===== src/rtl/core/mt19937_random_draws_assert.svh =====
// ----------------------------------------------------------------------------
// mt19937_random_draws assertion macros
// Clocked assertion wrappers, empty when SYNTHESIS is defined.
// ----------------------------------------------------------------------------
`ifndef MT19937_RANDOM_DRAWS_ASSERT_SVH
`define MT19937_RANDOM_DRAWS_ASSERT_SVH

`ifndef SYNTHESIS
`define MTRD_ASSERT(label, prop, msg) \
    label: assert property (@(posedge clk) disable iff (!rst_n) (prop)) else $error(msg);
`define MTRD_ASSERT_NEXT(label, ante, cons, msg) \
    label: assert property (@(posedge clk) disable iff (!rst_n) (ante) |=> (cons)) \
        else $error(msg);
`else
`define MTRD_ASSERT(label, prop, msg)
`define MTRD_ASSERT_NEXT(label, ante, cons, msg)
`endif

`endif


===== src/rtl/core/mtrd_pkg.sv =====
// ----------------------------------------------------------------------------
// mtrd_pkg
// Shared types, constants and the tempering function of the MT19937 block.
// ----------------------------------------------------------------------------
package mtrd_pkg;

    localparam int unsigned N_WORDS  = 624;
    localparam int unsigned M_OFFSET = 397;
    localparam int unsigned ADDR_W   = $clog2(N_WORDS);
    localparam int unsigned DRAW_W   = 31;
    localparam int unsigned VALUE_W  = 62;

    localparam logic [31:0] MATRIX_A   = 32'h9908b0df;
    localparam logic [31:0] UPPER_MASK = 32'h80000000;
    localparam logic [31:0] LOWER_MASK = 32'h7fffffff;
    localparam logic [31:0] INIT_MULT  = 32'd1812433253;
    localparam logic [31:0] SEED_RESET = 32'd5489;

    typedef logic [ADDR_W-1:0] word_addr_t;

    typedef enum logic [1:0] {
        OP_DRAW31 = 2'd0,
        OP_DRAW62 = 2'd1,
        OP_MOD    = 2'd2
    } op_t;

    typedef struct packed {
        logic        en;
        word_addr_t  addr;
        logic [31:0] data;
    } mtrd_wr_t;

    function automatic logic [31:0] temper(input logic [31:0] w);
        logic [31:0] y;
        y = w;
        y = y ^ (y >> 11);
        y = y ^ ((y << 7) & 32'h9d2c5680);
        y = y ^ ((y << 15) & 32'hefc60000);
        y = y ^ (y >> 18);
        return y;
    endfunction

endpackage


===== src/rtl/core/mtrd_divider.sv =====
// ----------------------------------------------------------------------------
// mtrd_divider
// Restoring remainder unit, one quotient bit per cycle.
// ----------------------------------------------------------------------------
module mtrd_divider
    import mtrd_pkg::*;
(
    input  logic              clk,
    input  logic              rst_n,
    input  logic              start,
    input  logic [31:0]       dividend,
    input  logic [DRAW_W-1:0] divisor,
    output logic              done,
    output logic [DRAW_W-1:0] remainder
);

    localparam int unsigned STEPS = 32;

    logic [31:0]       quo_reg, quo_next;
    logic [DRAW_W-1:0] rem_reg, rem_next;
    logic [DRAW_W-1:0] div_reg, div_next;
    logic [4:0]        cnt_reg, cnt_next;
    logic              run_reg, run_next;
    logic              done_reg, done_next;

    logic [31:0] r_sh;
    logic [31:0] r_diff;
    logic        fits;

    always_comb
    begin
        r_sh   = {rem_reg, quo_reg[31]};
        fits   = r_sh >= {1'b0, div_reg};
        r_diff = r_sh - {1'b0, div_reg};

        quo_next  = quo_reg;
        rem_next  = rem_reg;
        div_next  = div_reg;
        cnt_next  = cnt_reg;
        run_next  = run_reg;
        done_next = 1'b0;

        if (start)
        begin
            quo_next = dividend;
            rem_next = '0;
            div_next = divisor;
            cnt_next = '0;
            run_next = 1'b1;
        end
        else if (run_reg)
        begin
            // remainder stays below the divisor, so it fits in 31 bits
            rem_next = fits ? r_diff[DRAW_W-1:0] : r_sh[DRAW_W-1:0];
            quo_next = quo_reg << 1;
            cnt_next = cnt_reg + 5'd1;
            if (cnt_reg == 5'(STEPS - 1))
            begin
                run_next  = 1'b0;
                done_next = 1'b1;
            end
        end
    end

    always_ff @(posedge clk or negedge rst_n)
    begin
        if (!rst_n)
        begin
            cnt_reg  <= '0;
            run_reg  <= 1'b0;
            done_reg <= 1'b0;
        end
        else
        begin
            cnt_reg  <= cnt_next;
            run_reg  <= run_next;
            done_reg <= done_next;
        end
    end

    always_ff @(posedge clk)
    begin
        quo_reg <= quo_next;
        rem_reg <= rem_next;
        div_reg <= div_next;
    end

    assign done      = done_reg;
    assign remainder = rem_reg;

endmodule


===== config.mk =====
export PLATFORM = sky130hd
export DESIGN_NAME = mtrd_divider
export DESIGN_NICKNAME = d
export VERILOG_FILES = /design/src/rtl/core/mt19937_random_draws_assert.svh /design/src/rtl/core/mtrd_pkg.sv /design/src/rtl/core/mtrd_divider.sv
export SDC_FILE = /design/constraint.sdc
export NUM_CORES = 1
export LEC_CHECK = 0
export BUFFER_PORTS_ARGS = -buffer_cell sky130_fd_sc_hd__buf_2
export CAP_MARGIN = 40
export CORE_AREA = 2 2 143 145
export CTS_CLUSTER_SIZE = 28
export DETAILED_ROUTE_END_ITERATION = 16
export DIE_AREA = 0 0 145 147
export SLEW_MARGIN = 40
export SYNTH_ARGS = -nofsm -noshare
export SYNTH_HDL_FRONTEND = slang
export SYNTH_SLANG_ARGS = --single-unit
export TNS_END_PERCENT = 30

===== constraint.sdc =====
create_clock -name clk -period 3.5 [get_ports clk]
set_clock_uncertainty 0.1 [all_clocks]
set_input_delay 0.7 -clock clk [delete_from_list [all_inputs] [get_ports clk]]
set_output_delay 0.7 -clock clk [all_outputs]
set_load 0.01 [all_outputs]

==> qor.txt <==
Post-synth cell types: 64
Top post-synthesis cells by area: edfxtp_1 (33%), dfxtp_1 (11%), ha_1 (7.1%)
Die H: 147 microns
Worst hold path class: in -> async
Routed WL: 14,700 microns
Largest net degree at the start of global routing: 44
Synth Area in XOR/XNOR: 3.61%
Vias in the first global route: 4,484
CTS H-tree lvls: 3
Peak Freq: 0.306 GHz
Layout fillers: 2,016
Crit start category: register
Nets: 751
Switching power: 2.00 mW
Largest family of logic cells by synthesized area: compound AO/OA/AOI/OAI gates
RSZ-0062 raised after global routing: false
Clock-pin slew on the worst setup and hold paths: 70 ps
Final setup fails: 0
Synth top area share: 32.5%
# diodes: 0
First-pass detailed-route iteration total: 5
Starting Density: 29.3%
Worst setup EP type: register
Number of synthesized flops with an enable pin: 63
Mean Syn Cell Area: 10.4 sq um
I/O pin count: 98
Syn Inst Count: 560
Area occupied by multi-input gates: 2850 sq um
Die X: 145 microns
Total CTS buffers: 9
CTS root buffer: clkbuf_16
Total track usage: 14.1%
CTS tree: done
Arrival time at the worst endpoint: 3440 ps
Clk network pwr share: 19.1%
Top_reg_cell synth: edfxtp_1
Lkg Pwr: 3.00 nW
Share of power burned in registers: 34.2%
Placed Cells incl. Taps: 910
Critical path class: reg -> reg
Power Density: 717 nW/um^2
Final Hold Viols: 0
Pint: 2.95 mW
Via count: 4,497
Clock latency at the later pin of the worst-skew pair: 360 ps
Final HPWL DP: 10,900 microns
Minimum clock period: 3270 ps
Synth-to-Final Area Change: 18.6%
Layout cells sized above 1: 25.9%
Final Power: 4.95 mW
Via density: 4.86
Clk buf depth: 2
Net Sw Frac: 40.4%
R2r setup slk: 230 ps
Initial DRC Count: 334
Simple-Gate Fraction of Synth Area: 11.1%
CP max FO: 19
Relative slew margins: 55.7%
DRT antenna net count: 0
Die area: 21,300 sq um
Global-route wire length before repair: 23,900 microns
Post-synthesis compound-gate area fraction: 18.1%
Reg2reg path depth: 12
Post-Syn Area: 5820 sq um
Setup tns final: 0 ps
Port Buffers: 97
Pins Over Slew Limit: 0
Worst-Margin Slew: 664 ps
FF+latch area: 2690 sq um
Gpl congestion: 0.907
FFs w/ async S/R, synth: 6.93%
Synth warn: 0
Worst-case vdd ir drop: 0.334 mV
Rows: 52
Hold bufs inserted after CTS: 0
Max cap viols: 0
Comb power frac: 46.6%
Post-Synth Adder-Cell Area: 7.44%
Sequential share of the synthesized area: 46.2%
Initial antenna violation count: 0
RR Endpoint: remainder[7]
Area leader, netlist: edfxtp_1
GRT overflow: 0
Core outline area: 19,800 sq um
WP data required: 3670 ps
Period utilization: 93.5%
Post-Syn Nets: 660
Status: finished, final reports clean
Mux cell area share after synthesis: 8.41%
Drt wl/cell: 15.9 microns
Non-filler cells, final: 926
Synth Register Bits: 101
R2R Path Start: quo_reg[31]
Clock sinks: 101
Max reg flops: 32
Post-route DRC: 0
-- final cells by class --
class                   instances  area share, %
multi-input cells             388           41.3
clock inverters                 7          0.708
flip-flops and latches        101           39.0
repair buffers                113           8.82
clock buffers                   9           3.27
well taps                     270           4.90
inverters                      38           2.07
-- critical path: stages, from the launching register on --
cell       delay (ps)
edfxtp_1          370
inv_1              50
ha_1              220
fa_1              410
nor2b_1           170
o2111ai_1         170
a211oi_2          280
o21bai_1          180
a221oi_4          330
nor2_2             60
buf_4             220
or3_1             380
a311oi_1          250
-- logic make-up after synthesis --
family,Yosys count
AO/OA/AOI/OAI,147
AND/OR/NAND/NOR,138
flip-flops,101
buffers and inverters,71
multiplexers,45
adder cells (fa/ha/maj),34
XOR/XNOR,24
-- placed cells by master, fill, tap and decap left out, types with 5 or more instances in the layout --
cell and n:
edfxtp_1 63, dfxtp_1 31, a21oi_1 32, clkbuf_16 9
or3_1 5, mux2i_1 14, xor2_1 13, buf_2 96
a311oi_1 11, inv_1 38, nand4_1 10, o21ai_0 20
ha_1 33, a32oi_1 5, a211oi_1 10, nand3_1 8
dfrtp_1 7, nor2_1 40, a21o_1 18, buf_4 17
xnor2_1 11, nand2_1 51, mux2_2 31
-- how the worst max path moves through the flow --
stage / startpoint / endpoint / slack, ps / cells after the start
2_1_floorplan: quo_reg[31] / remainder[7] / 650 / 11
3_3_place_gp: quo_reg[31] / remainder[7] / 320 / 12
3_5_place_dp: quo_reg[31] / remainder[7] / 200 / 12
4_1_cts: quo_reg[31] / remainder[12] / 170 / 12
5_1_grt: quo_reg[31] / remainder[7] / 30 / 12
6_report: quo_reg[31] / remainder[7] / 230 / 12
-- power by group through the flow --
stage	clock (mW)	sequential (mW)	combinational [mW]
6_report	0.946	1.69	2.31
5_1_grt	1.03	1.72	2.55
3_5_place_dp	0	1.72	2.28
2_1_floorplan	0	1.73	1.61
4_1_cts	0.989	1.70	2.29
3_3_place_gp	0	1.72	2.27
-- cells in the mapped netlist, drive strengths merged, types with 5 or more instances --
| cell | number |
|---|---|
| buf | 14 |
| edfxtp | 63 |
| xnor2 | 11 |
| a311oi | 11 |
| dfrtp | 7 |
| or3 | 5 |
| a211oi | 13 |
| inv | 38 |
| nand2 | 52 |
| nand4 | 11 |
| a21oi | 32 |
| dfxtp | 31 |
| ha | 33 |
| xor2 | 13 |
| mux2 | 31 |
| a21o | 18 |
| nand3 | 8 |
| a32oi | 5 |
| clkbuf | 19 |
| o21ai | 22 |
| nor2 | 41 |
| mux2i | 14 |
-- metrics by stage --
step / setup WS [ps] / util (%) / instance area, sq um / hold WS [ps]
global route: 26.8 / 34.7 / 6900 / 65.7
global placement: 325 / 33.3 / 6610 / 396
floorplan: 646 / - / 5820 / 304
finish: 228 / 34.7 / 6900 / 68.2
detailed placement: 199 / 33.3 / 6610 / 395
CTS: 174 / 34.7 / 6880 / 56.3
-- routing by layer --
layer / up-vias / wire length (microns) / track usage, % / part of all wire (%)
li1: 2249 / - / - / -
met1: 2097 / 6680 / 18.2 / 45
met2: 134 / 6560 / 21.9 / 45
met3: 17 / 1260 / 5.25 / 8.5
met4: 0 / 227 / 4.65 / 1.5
met5: - / 0 / 0 / 0
-- what timing repair did --
item / 4_1_cts / 5_1_grt
resized for setup: 0 / 4
buffers inserted: 0 / 0
endpoints found under the setup margin: 0 / 10
No activity file was read; power rests on OpenSTA's default activity.
